### src/rtl/sal_pkg.sv
// ----------------------------------------------------------------------------
// sal_pkg: shared constants for the sorted array list
// Capacity, derived widths, operation codes and status codes.
// ----------------------------------------------------------------------------
package sal_pkg;

    // list storage
    localparam int CAPACITY = 16;
    localparam int CNT_W    = $clog2(CAPACITY + 1);
    localparam int IDX_W    = (CAPACITY > 1) ? $clog2(CAPACITY) : 1;

    // fixed field widths
    localparam int KIND_W   = 3;
    localparam int VALUE_W  = 32;
    localparam int STATUS_W = 2;
    localparam int COUNT_W  = 5;

    // operation codes
    localparam logic [KIND_W-1:0] K_INS_HEAD   = 3'd0;
    localparam logic [KIND_W-1:0] K_INS_SORTED = 3'd1;
    localparam logic [KIND_W-1:0] K_REM_FIRST  = 3'd2;
    localparam logic [KIND_W-1:0] K_REM_ALL    = 3'd3;
    localparam logic [KIND_W-1:0] K_SEARCH     = 3'd4;

    // status codes
    localparam logic [STATUS_W-1:0] ST_DONE    = 2'd0;
    localparam logic [STATUS_W-1:0] ST_FULL    = 2'd1;
    localparam logic [STATUS_W-1:0] ST_MISSING = 2'd2;

endpackage

### src/rtl/sorted_array_list.sv
// ----------------------------------------------------------------------------
// sorted_array_list: bounded list of signed values with five operations
// Sequence: after a request is accepted, the count entries held are read,
// one entry per cycle, through the single registered read port of the entry
// memory; the finish state then loads the result register once it is free.
// A new request is taken only once the sequencer is back in idle; the result
// register frees the request side while a finished result waits.
// Reset: synchronous active-low; clears the count, sequencer and result valid.
// ----------------------------------------------------------------------------
module sorted_array_list (
    input  logic                                i_clk,
    input  logic                                i_rst_n,
    // request channel
    input  logic                                i_valid,
    output logic                                o_ready,
    input  logic [sal_pkg::KIND_W-1:0]          i_kind,
    input  logic signed [sal_pkg::VALUE_W-1:0]  i_value,
    // result channel
    output logic                                o_valid,
    input  logic                                i_ready,
    output logic [sal_pkg::STATUS_W-1:0]        o_status,
    output logic                                o_found,
    output logic [sal_pkg::COUNT_W-1:0]         o_count,
    output logic                                o_is_full,
    output logic                                o_is_empty
);

    localparam int CNT_W = sal_pkg::CNT_W;
    localparam int IDX_W = sal_pkg::IDX_W;

    typedef enum logic [1:0] {
        S_IDLE,
        S_RUN,
        S_FIN
    } t_state;

    t_state                             r_state;
    logic [CNT_W-1:0]                   r_count;
    logic [sal_pkg::KIND_W-1:0]         r_kind;
    logic signed [sal_pkg::VALUE_W-1:0] r_value;
    logic                               r_full;
    logic [CNT_W-1:0]                   r_left;
    logic [IDX_W-1:0]                   r_rd_ptr;
    logic                               r_dv;
    logic [IDX_W-1:0]                   r_d_idx;
    logic signed [sal_pkg::VALUE_W-1:0] r_rdata;
    logic                               r_hit;
    logic                               r_moving;
    logic [IDX_W-1:0]                   r_pos;
    logic [CNT_W-1:0]                   r_wr_ptr;
    logic                               r_o_valid;
    logic [sal_pkg::STATUS_W-1:0]       r_o_status;
    logic                               r_o_found;
    logic [CNT_W-1:0]                   r_o_count;

    logic signed [sal_pkg::VALUE_W-1:0] mem [sal_pkg::CAPACITY];

    logic                               w_accept;
    logic                               w_is_ins;
    logic                               w_is_rem;
    logic                               w_desc;
    logic                               w_match;
    logic                               w_skip;
    logic                               w_rd_en;
    logic                               w_fin_go;
    logic                               w_we;
    logic [IDX_W-1:0]                   w_waddr;
    logic signed [sal_pkg::VALUE_W-1:0] w_wdata;
    logic [sal_pkg::STATUS_W-1:0]       w_status;
    logic [CNT_W-1:0]                   w_new_count;

    // decode the held operation and the direction of the incoming one
    assign w_accept = i_valid && o_ready;
    assign w_is_ins = (r_kind == sal_pkg::K_INS_HEAD) || (r_kind == sal_pkg::K_INS_SORTED);
    assign w_is_rem = (r_kind == sal_pkg::K_REM_FIRST) || (r_kind == sal_pkg::K_REM_ALL);
    assign w_desc   = (i_kind == sal_pkg::K_INS_HEAD) || (i_kind == sal_pkg::K_INS_SORTED);

    // shared compare on the entry just read
    assign w_match  = (r_rdata == r_value);
    assign w_skip   = w_match && ((r_kind == sal_pkg::K_REM_ALL) || !r_hit);
    assign w_rd_en  = (r_state == S_RUN) && (r_left != '0);
    assign w_fin_go = !r_o_valid || i_ready;

    // pick the single memory write of this cycle
    always_comb begin
        w_we    = 1'b0;
        w_waddr = '0;
        w_wdata = r_rdata;
        unique case (r_state)
            S_RUN: begin
                if (r_dv && w_is_ins && !r_full) begin
                    if ((r_kind == sal_pkg::K_INS_HEAD) || (r_moving && (r_rdata > r_value))) begin
                        w_we    = 1'b1;
                        w_waddr = r_d_idx + IDX_W'(1);
                    end
                end else if (r_dv && w_is_rem && !w_skip) begin
                    w_we    = 1'b1;
                    w_waddr = r_wr_ptr[IDX_W-1:0];
                end
            end
            S_FIN: begin
                if (w_fin_go && w_is_ins && !r_full) begin
                    w_we    = 1'b1;
                    w_waddr = r_pos;
                    w_wdata = r_value;
                end
            end
            default: begin
            end
        endcase
    end

    // work out the result of the finished pass
    always_comb begin
        w_new_count = r_count;
        w_status    = sal_pkg::ST_DONE;
        if (w_is_ins) begin
            if (r_full) begin
                w_status = sal_pkg::ST_FULL;
            end else begin
                w_new_count = r_count + CNT_W'(1);
            end
        end else if (w_is_rem) begin
            if (r_hit) begin
                w_new_count = r_wr_ptr;
            end else begin
                w_status = sal_pkg::ST_MISSING;
            end
        end else if (r_kind == sal_pkg::K_SEARCH) begin
            w_status = r_hit ? sal_pkg::ST_DONE : sal_pkg::ST_MISSING;
        end
    end

    // entry memory: one write port, one registered read port
    always_ff @(posedge i_clk) begin
        if (w_we) begin
            mem[w_waddr] <= w_wdata;
        end
        if (w_rd_en) begin
            r_rdata <= mem[r_rd_ptr];
        end
    end

    // sequencer and result register
    always_ff @(posedge i_clk) begin
        if (!i_rst_n) begin
            r_state   <= S_IDLE;
            r_count   <= '0;
            r_dv      <= 1'b0;
            r_o_valid <= 1'b0;
        end else begin
            if (r_o_valid && i_ready) begin
                r_o_valid <= 1'b0;
            end
            unique case (r_state)
                S_IDLE: begin
                    // latch the request and set up the scan
                    if (w_accept) begin
                        r_kind   <= i_kind;
                        r_value  <= i_value;
                        r_full   <= (r_count == CNT_W'(sal_pkg::CAPACITY));
                        r_left   <= r_count;
                        r_rd_ptr <= w_desc ? IDX_W'(r_count - CNT_W'(1)) : '0;
                        r_dv     <= 1'b0;
                        r_hit    <= 1'b0;
                        r_moving <= 1'b1;
                        r_pos    <= '0;
                        r_wr_ptr <= '0;
                        r_state  <= S_RUN;
                    end
                end
                S_RUN: begin
                    // advance the read pointer one entry
                    if (r_left != '0) begin
                        r_left   <= r_left - CNT_W'(1);
                        r_d_idx  <= r_rd_ptr;
                        r_dv     <= 1'b1;
                        r_rd_ptr <= (r_kind == sal_pkg::K_INS_HEAD ||
                                     r_kind == sal_pkg::K_INS_SORTED) ?
                                    r_rd_ptr - IDX_W'(1) : r_rd_ptr + IDX_W'(1);
                    end else begin
                        r_dv    <= 1'b0;
                        r_state <= S_FIN;
                    end
                    // track match, insert position and compaction pointer
                    if (r_dv) begin
                        if (w_match) begin
                            r_hit <= 1'b1;
                        end
                        if ((r_kind == sal_pkg::K_INS_SORTED) && r_moving &&
                            !(r_rdata > r_value)) begin
                            r_moving <= 1'b0;
                            r_pos    <= r_d_idx + IDX_W'(1);
                        end
                        if (w_is_rem && !w_skip) begin
                            r_wr_ptr <= r_wr_ptr + CNT_W'(1);
                        end
                    end
                end
                S_FIN: begin
                    // hold until the result register is free
                    if (w_fin_go) begin
                        r_count    <= w_new_count;
                        r_o_valid  <= 1'b1;
                        r_o_status <= w_status;
                        r_o_found  <= r_hit;
                        r_o_count  <= w_new_count;
                        r_state    <= S_IDLE;
                    end
                end
                default: begin
                    r_state <= S_IDLE;
                end
            endcase
        end
    end

    // drive the ports
    assign o_ready    = (r_state == S_IDLE);
    assign o_valid    = r_o_valid;
    assign o_status   = r_o_status;
    assign o_found    = r_o_found;
    assign o_count    = sal_pkg::COUNT_W'(r_o_count);
    assign o_is_full  = (r_o_count == CNT_W'(sal_pkg::CAPACITY));
    assign o_is_empty = (r_o_count == '0);

    // count never passes capacity
    a_count_bound: assert property (@(posedge i_clk) disable iff (!i_rst_n)
        r_count <= CNT_W'(sal_pkg::CAPACITY))
        else $error("entry count above capacity");

    // count grows by at most one per request
    a_count_step: assert property (@(posedge i_clk) disable iff (!i_rst_n)
        (r_count > $past(r_count)) |-> (r_count == $past(r_count) + CNT_W'(1)))
        else $error("entry count grew by more than one");

    // compaction pointer never passes the count of held entries
    a_wr_behind: assert property (@(posedge i_clk) disable iff (!i_rst_n)
        (r_state == S_RUN) |-> (r_wr_ptr <= r_count))
        else $error("compaction pointer ahead of held entries");

    // a rejected insert only comes from a full list
    a_full_status: assert property (@(posedge i_clk) disable iff (!i_rst_n)
        (o_valid && (o_status == sal_pkg::ST_FULL)) |-> o_is_full)
        else $error("full status on a list that is not full");

endmodule
### config.mk
export PLATFORM = sky130hd
export DESIGN_NAME = sorted_array_list
export DESIGN_NICKNAME = d
export VERILOG_FILES = /design/src/rtl/sal_pkg.sv /design/src/rtl/sorted_array_list.sv
export SDC_FILE = /design/constraint.sdc
export NUM_CORES = 1
export LEC_CHECK = 0
export BUFFER_PORTS_ARGS = -buffer_cell sky130_fd_sc_hd__buf_2
export CORE_MARGIN = 10
export CORE_UTILIZATION = 50
export DETAILED_ROUTE_END_ITERATION = 16
export PLACE_DENSITY = 0.76
export SYNTH_ARGS = -nofsm -noshare
export SYNTH_HDL_FRONTEND = slang
export SYNTH_SLANG_ARGS = --single-unit
### constraint.sdc
create_clock -name i_clk -period 15.4 [get_ports i_clk]
set_input_delay 0.77 -clock i_clk [delete_from_list [all_inputs] [get_ports i_clk]]
set_output_delay 0.77 -clock i_clk [all_outputs]
set_load 0.005 [all_outputs]
======== Word-level counts from Yosys, hierarchy flattened ========
Memory sizes are Yosys's and may differ from the RTL's. A register that Yosys moved wholly into a read port is not among the register bits.
Index checks and enable logic that the tools add are counted.
word-level totals
  bits in registers ....................... 77
  RAM bits ................................ 512
  word-level logic and storage cells ...... 141
  memories ................................ 1
memory list
  memory  words  bits a word  read ports  clocked after memory_dff  wr ports  line                     source
  mem     16     32           1           1                         1         sorted_array_list.sv:56  logic signed [sal_pkg::VALUE_W-1:0] mem [sal_pkg::CAPACITY];
cells by class
  add/subtract/negate cells ............... 7
  magnitude comparators ................... 1
  equal/unequal tests ..................... 18
  muxes and demuxes ....................... 56
  reductions and logical operators ........ 41
operators with widths
  cell                                                                   count
  32-bit 2-to-1 mux                                                      2
  5-bit 2-to-1 mux                                                       9
  4-bit 2-to-1 mux                                                       11
  32-bit equality test                                                   1
  32-bit > comparator                                                    1
  4-bit one-hot mux with 2 select lines                                  3
  5-bit one-hot mux with 2 select lines                                  2
  1-bit 2-to-1 mux                                                       17
  5-bit AND reduction                                                    3
  1-bit logical AND                                                      14
  2-bit 2-to-1 mux                                                       7
  3-bit AND reduction                                                    4
  5-bit by 1-bit adder with 5-bit output, second input constant          2
  5-bit equality test, second input constant                             2
  4-bit by 1-bit adder with 4-bit output, second input constant          2
  2-bit by 1-bit != test with 1-bit output, second input constant        4
  2-bit != test, second input constant                                   4
  1-bit one-hot mux with 2 select lines                                  4
  4-bit by 1-bit subtractor with 4-bit output, second input constant     2
  3-bit by 1-bit equality test with 1-bit output, second input constant  2
  3-bit by 2-bit equality test with 1-bit output, second input constant  2
  3-bit logical NOT                                                      2
  1-bit logical OR                                                       6
  2-bit one-hot mux with 3 select lines                                  1
  11 further kinds                                                       16

======== Logic depth before layout (Yosys ltp) ========
Gate-level depths: netlist of the first run.
  depth in word-level cells ............... 10
  depth in mapped cells ................... 11
  depth with buffers taken out ............ 11

======== Least setup slack after synthesis of the first run ========
Ideal clock, no wire load.
  path kind ............................... register to register
  from .................................... register r_rdata[31] in the netlist's numbering, read port of mem
  to ...................................... memory mem[12][0] in the netlist's numbering (enable)
  arrival ................................. 4.736 ns
  path slack .............................. 10.194 ns
  cell stages (with the launch flop) ...... 10
  path buffers ............................ 0
  clock period less this slack ............ 5.206 ns
  path through ............................ edfxtp_1 -> ha_1 -> nand4_2 -> or4_1 -> a31oi_1 -> o21a_1 -> o211a_1 -> o21ai_2 -> a211o_1 -> a211oi_1
on the way
  cells in the longest elaborated chain, start to end .. 9
ends and longest elaborated chain
  item                                                         line                     source
  start: declaration                                           sorted_array_list.sv:46  logic signed [sal_pkg::VALUE_W-1:0] r_rdata;
  branches (longest 9 deep; another with 32-bit > comparator)  n/a
  end: declaration                                             sorted_array_list.sv:56
Parallel ways; which one is timed is not known.

======== Final worst setup path of the first run ========
  from .................................... register r_rdata[14] in the netlist's numbering, read port of mem
  to ...................................... memory mem[0][27] in the netlist's numbering (enable)
Same word-level chain as after synthesis.

==> results of run 1 <==
-- stage by stage --
step,worst slack (ns),hold WS (ns)
CTS,10.31,0.287
floorplan,10.19,0.424
finish,10.30,0.319
global route,10.01,0.294
detailed placement,10.42,0.480
global placement,10.60,0.464
-- worst reg2reg max path, cell delays in order (launching register included) --
cell and delay (ns):
edfxtp_1 0.42, ha_1 0.32, nand3_1 0.11, nor4_1 0.94
o21ai_1 0.15, a31oi_1 0.23, nor3_1 0.09, o211a_1 0.27
o21ai_2 0.36, o21ai_1 0.34, nor3_2 0.86, buf_4 0.63
-- worst paths after layout --
| check | from | to | slack (ns) | depth (start not counted) |
|---|---|---|---|---|
| max reg2reg | r_rdata[14] | mem[0][27] | 10.30 | 11 |
| min | i_value[18] | r_value[18] | 0.32 | 1 |
| max | r_rdata[14] | mem[0][27] | 10.30 | 11 |
| min reg2reg | r_state[1] | r_state[1] | 0.49 | 2 |
-- power groups by stage --
| stage | Sequential (µW) | Combinational [µW] | Clock, µW |
|---|---|---|---|
| 4_1_cts | 1960 | 395 | 1520 |
| 5_1_grt | 1960 | 428 | 1580 |
| 2_1_floorplan | 1990 | 271 | 0 |
| 3_3_place_gp | 1990 | 380 | 0 |
| 3_5_place_dp | 2000 | 392 | 0 |
| 6_report | 1960 | 393 | 1500 |
-- placed cells by master (no fill, tap or decap), types with 15 or more instances in the layout --
cell / instances
o21ai_0: 34
nor2_1: 39
clkbuf_1: 15
nand2_1: 52
mux4_2: 160
buf_2: 50
edfxtp_1: 612
clkbuf_16: 60
inv_1: 44
buf_4: 53
a21oi_1: 29
ha_1: 44
-- final cells by class --
cell class / count / share of cell area (%)
Tap cell: 664 / 2.95
Sequential cell: 621 / 65.8
Timing Repair Buffer: 104 / 2.37
Clock inverter: 31 / 1.56
Inverter: 44 / 0.586
Multi-Input combinational cell: 504 / 21.2
Clock buffer: 75 / 5.53
-- flip-flops by register name, indices dropped and copies added (netlist names), 2 cells and up --
signal,count
r_rdata,32
r_kind,3
r_pos,4
mem,512
r_wr_ptr,5
r_left,5
r_state,2
r_value,32
r_count,5
o_count,5
r_rd_ptr,4
r_d_idx,4
o_status,2
-- kinds of logic after synthesis --
logic type      count (synthesis)  synth area share [%]
flops                         621                  75.0
mux                           167                  14.8
fa+ha+maj                      45                  2.30
simple gates                  163                  3.11
xor+xnor                       13                 0.460
buf+inv                        97                  1.47
compound gates                116                  2.86
-- metal layers --
layer	wire length, µm	track usage, %	vias to the layer above
met1	21500	24.4	6442
met5	0	0	-
met3	4150	3.46	98
li1	-	-	5241
met4	1400	5.53	0
met2	26400	29.5	507
==> metrics.md, run 1 <==
| Metric | Value |
|---|---|
| Leak | 0.00926 µW |
| Worst-path cell chain | ha_1, nand3_1, nor4_1, o21ai_1, a31oi_1, nor3_1, o211a_1, o21ai_2, o21ai_1, nor3_2, buf_4 |
| Peak Freq | between 0.15 and 0.2 GHz |
| Largest net degree at the start of global routing | 92 |
| #FFs+latches synth | 621 |
| Placed cells | 1,937 |
| PwrDens | roughly 140 mW/mm² |
| Ys async rst share | 0% |
| Vias in the first global route | 12,700 |
| Crit-path most repeated cell | o21ai_1 |
| RSZ-0062 raised after global routing | false |
| Critical path's largest stage delay | 0.94 ns |
| Slowest CP cell | nor4_1 |
| Seq/Total Area, Yosys | 75.0% |
| Crit path launch type | flop |
| CP Capture Type | flop |
| # resized after CTS | 0 |
| Detailed Routing Iterations Pass 1 | 6 |
| Via count | 12,300 |
| Reg area | 0.0186 mm² |
| Post-synthesis area per instance | 20.3 µm² |
| Count leader, synth | edfxtp_1 |
| P_int | 2990 µW |
| Dpl hpwl | 28,300 µm |
| Power, Total | 3850 µW |
| Reg power frac | 50.9% |
| Net Sw Frac | 22.3% |
| First-pass GRT wire length | 80,400 µm |
| Via/cell ratio | around 6 |
| Initial antenna violation count | 1 |
| Core Util, Final | 57.6% |
| Initial DRC count | 1,443 |
| Synth top area cells | edfxtp_1 (74%), mux4_2 (15%), ha_1 (2.2%) |
| Fin. max-slew vios | 0 |
| Depth of the CTS H-tree | 2 |
| Grt ovf | 0 |
| Hold-fix buffer count after cts | 0 |
| Layout Cells excl Fill | just over 2,000 |
| Status | complete, no violations |
| HP Class | in -> reg |
| P_sw | about 860 µW |
| PortBufs | 50 |
| Final Setup Violations | 0 |
| CTS tree | yes |
| Worst-Margin Slew | 1.25 ns |
| P&R area growth vs syn | 13.8% |
| Layout Nets | 1,418 |
| Area of the multi-input gates | just under 0.006 mm² |
| Placement Rows | 81 |
| Peak fanout along the critical path | 25 |
| Syn nets | between 1,000 and 1,500 |
| Max_cap viols | 0 |
| Clock-pin transition on the worst setup and hold timing paths | 0.07 ns |
| Tot GR Track Use | 18.1% |
| Setup TNS Final | 0 ns |
| Period minus WS final | 5.10 ns |
| Worst Skew | 0.0217 ns |
| Synth cell count leaders | edfxtp_1 (612), mux4_2 (160), nand2_1 (52) |
| Cell area after placement | 0.0262 mm² |
| Clk Tree Root Cell | clkbuf_16 |
| Logic pwr share | 10.2% |
| Top cell type by total area after synthesis | edfxtp_1 |
| Top cell type's share of synthesized area | about three quarters |
| Final GP Congestion | 0.817 |
| Data required, critical path | 15.66 ns |
| Core box area | 0.0490 mm² |
| Routed Antenna Nets | 0 |
| Final cycle utilization of the critical path | approximately 33% |
| DRC viols | 0 |
| Synth unique cells | 53 |
| Initial Util | 50.6% |
| # IOs | 51 |
| Clock Latency Late Sink | 0.63 ns |
| Worst Path Buf+Inv | 1 |
| Clock power frac | 38.9% |
| Rel. slew slack | 15.4% |
| Number of synthesized flops with an enable pin | 612 |
| Die height | around 240 µm |
| Final instance area | roughly 0.028 mm² |
| Inserted Diodes | 0 |
| Synth Cell Area | 0.0248 mm² |
| Arrival @ worst endpoint | 5.36 ns |
| Primary FF master, synth | edfxtp_1 |
| Clk sinks | just over 600 |
| Clk buf depth | 3 |
| Die W | 243 µm |
| Final Hold Fails | 0 |
| Mapped Cells | 1,222 |
| Max IR drop VDD | 0.0910 mV |
| DR WL/cell | 26.1 µm |
| # fillers | 3,460 |
| Top delay family on crit path | simple AND/OR/NAND/NOR gates |
| Post-CTS setup buffers | 0 |
| CTS Buf Count | 59 |
| Final wirelength | 53,400 µm |
| Die ar. | 0.0588 mm² |
| Setup CP Type | reg -> reg |
| Share of cells above drive strength 1 | 26.8% |
| Yosys Warn Count | 0 |
(Power assumes the default switching activity.)
==> run 2, diff against run 1 <==
--- a/config.mk
+++ b/config.mk
@@ -9,7 +9,7 @@
 export CORE_MARGIN = 10
 export CORE_UTILIZATION = 50
 export DETAILED_ROUTE_END_ITERATION = 16
-export PLACE_DENSITY = 0.76
+export PLACE_DENSITY = 0.78
 export SYNTH_ARGS = -nofsm -noshare
 export SYNTH_HDL_FRONTEND = slang
 export SYNTH_SLANG_ARGS = --single-unit
==> constraint.sdc (replaced) <==
create_clock -name i_clk -period 4.29 [get_ports i_clk]
set_input_delay 0.2145 -clock i_clk [delete_from_list [all_inputs] [get_ports i_clk]]
set_output_delay 0.2145 -clock i_clk [all_outputs]
set_load 0.005 [all_outputs]
==> metrics.md, run 2 (same netlist as run 1, synthesis figures left out) <==
| Metric | Value |
|---|---|
| Via/cell ratio | 6.01 |
| Layout Nets | 1,481 |
| Fin. max-slew vios | 0 |
| Arrival @ worst endpoint | 4.30 ns |
| Initial DRC count | ~1,400 |
| Most frequent cells in the layout | edfxtp_1 (612), mux4_2 (160), clkbuf_16 (60), buf_4 (60), nand2_1 (52) |
| Worst-Margin Slew | 1.23 ns |
| Peak Freq | 0.249 GHz |
| DRC viols | 0 |
| Max IR drop VDD | 0.308 mV |
| Max reg flops | 512 |
| Clk buf depth | 3 |
| Clk Tree Root Cell | clkbuf_16 |
| Most common cell after layout, fill and taps aside | edfxtp_1 |
| Data required, critical path | roughly 4.6 ns |
| RSZ-0062 raised after global routing | false |
| Registers with the most flip-flops | mem x512, r_rdata x32, r_value x32 |
| Initial antenna violation count | 0 |
| PortBufs | 50 |
| Dpl hpwl | 30,600 µm |
| Placement Rows | between 80 and 90 |
| Final Setup Violations | 0 |
| Worst Skew | 0.0242 ns |
| Clk sinks | 621 |
| GR Util met2 | around 30% |
| PwrDens | 479 mW/mm² |
| Met1 Use GR | roughly a quarter |
| Setup CP Type | reg -> reg |
| Cell area after placement | 0.0266 mm² |
| Tot GR Track Use | between 10% and 20% |
| P&R area growth vs syn | 17.3% |
| Grt ovf | 0 |
| CTS tree | yes |
| Final wirelength | 54,200 µm |
| Met3 usage | 4.19% |
| Final instance area | roughly 0.029 mm² |
| Largest net degree at the start of global routing | between 70 and 80 |
| # IOs | 51 |
| Share of cells above drive strength 1 | 28.1% |
| # fillers | 3,377 |
| Leak | 0.00963 µW |
| Initial Util | 50.6% |
| Die ar. | 0.0588 mm² |
| Clock Latency Late Sink | 0.62 ns |
| Final Hold Fails | 0 |
| Global route hottest layer | met2 |
| Most flops, register | mem |
| Layout Cells excl Fill | around 2,100 |
| Detailed Routing Iterations Pass 1 | 5 |
| Status | complete, no violations |
| First-pass GRT wire length | 82,800 µm |
| Final cycle utilization of the critical path | 93.4% |
| Period minus WS final | 4.01 ns |
| CTS Buf Count | 60 |
| DR WL/cell | ~26 µm |
| Placed cells | between 1,500 and 2,000 |
| Core box area | 0.0490 mm² |
| Routed Antenna Nets | 0 |
| Rel. slew slack | 17.7% |
| Vias in the first global route | 13,100 |
| Inserted Diodes | 0 |
| Final GP Congestion | about 0.84 |
| HP Class | in -> reg |
| Peak fanout along the critical path | 15 |
| Clock-pin transition on the worst setup and hold timing paths | 0.06 ns |
| Crit path launch type | flop |
| Via count | 12,700 |
| Die W | 243 µm |
| Die height | 243 µm |
| Max_cap viols | 0 |
| Depth of the CTS H-tree | 2 |
| CP Capture Type | flop |
-- run 2: changes by cell type in the layout (fill, tap and decap cells not counted), moves of 7 or more --
cell and change:
dlygate4sd3_1 +37, buf_12 +18, buf_4 +7, clkinv_2 +7
-- run 2: through the flow --
| step | hold WS [ns] | util (%) | total power (µW) | setup WS, ns | setup TNS [ns] |
|---|---|---|---|---|---|
| after floorplan | 0.313 | - | 8130 | -0.818 | -52.33 |
| after global placement | 0.392 | 54.4 | 8540 | 0.435 | 0 |
| after detailed placement | 0.393 | 54.4 | 8600 | 0.313 | 0 |
| after CTS | 0.0311 | 59.3 | 14000 | 0.290 | 0 |
| after global routing | 0.0978 | 59.3 | 14400 | 0.0656 | 0 |
| final | 0.0603 | 59.3 | 13900 | 0.281 | 0 |
-- run 2: where the power goes --
| group | switching, µW | leakage [µW] | total [µW] | internal (µW) |
|---|---|---|---|---|
| Sequential | 88.1 | 0.00561 | 7060 | 6970 |
| Clock | 2230 | 0.000993 | 5400 | 3170 |
| Combinational | 814 | 0.00303 | 1460 | 644 |
-- run 2: path summary, 6_finish.rpt --
check	start	end	slack, ns	cells past startpoint
worst max-delay path	r_value[17]	mem[12][8]	0.28	12
worst min-delay path	i_rst_n	o_valid	0.06	3
worst max register to register	r_value[17]	mem[12][8]	0.28	12
worst min register to register	r_state[1]	r_state[1]	0.49	2
-- run 2: layer usage --
metal / share of wire, % / routed length, µm / vias up
met1: 39 / 21300 / 6573
met3: 8.8 / 4790 / 112
li1: - / - / 5374
met2: 49 / 26600 / 626
met5: 0 / 0 / -
met4: 2.9 / 1560 / 0
-- run 2: final cells by class --
cell class              count  area [µm²]  share of cell area, %
multi-input cells         504        6000                   20.7
clock buffers              69        1540                   5.29
clock inverters            44         490                   1.69
repair buffers            166        1450                   5.00
flip-flops and latches    621       18600                   63.9
well taps                 664         831                   2.86
inverters                  44         165                  0.569
-- run 2: critical path: stages, from the launching register on --
cell and delay [ns]:
edfxtp_1 0.38, inv_1 0.11, ha_1 0.26, a21oi_1 0.15, o21ai_0 0.24, a221oi_1 0.36
o211ai_1 0.20, o21a_1 0.24, o211a_1 0.28, o21ai_2 0.39, o21ai_1 0.30, a211oi_4 0.39
buf_4 0.36
-- run 2: timing repair --
| item | CTS | global route |
|---|---|---|
| endpoints found under the hold margin | 37 | 0 |
| setup endpoints to repair | 0 | 5 |
| hold buffers | 37 | 0 |
| gates resized for setup | 0 | 1 |
| buffers inserted | 0 | 0 |
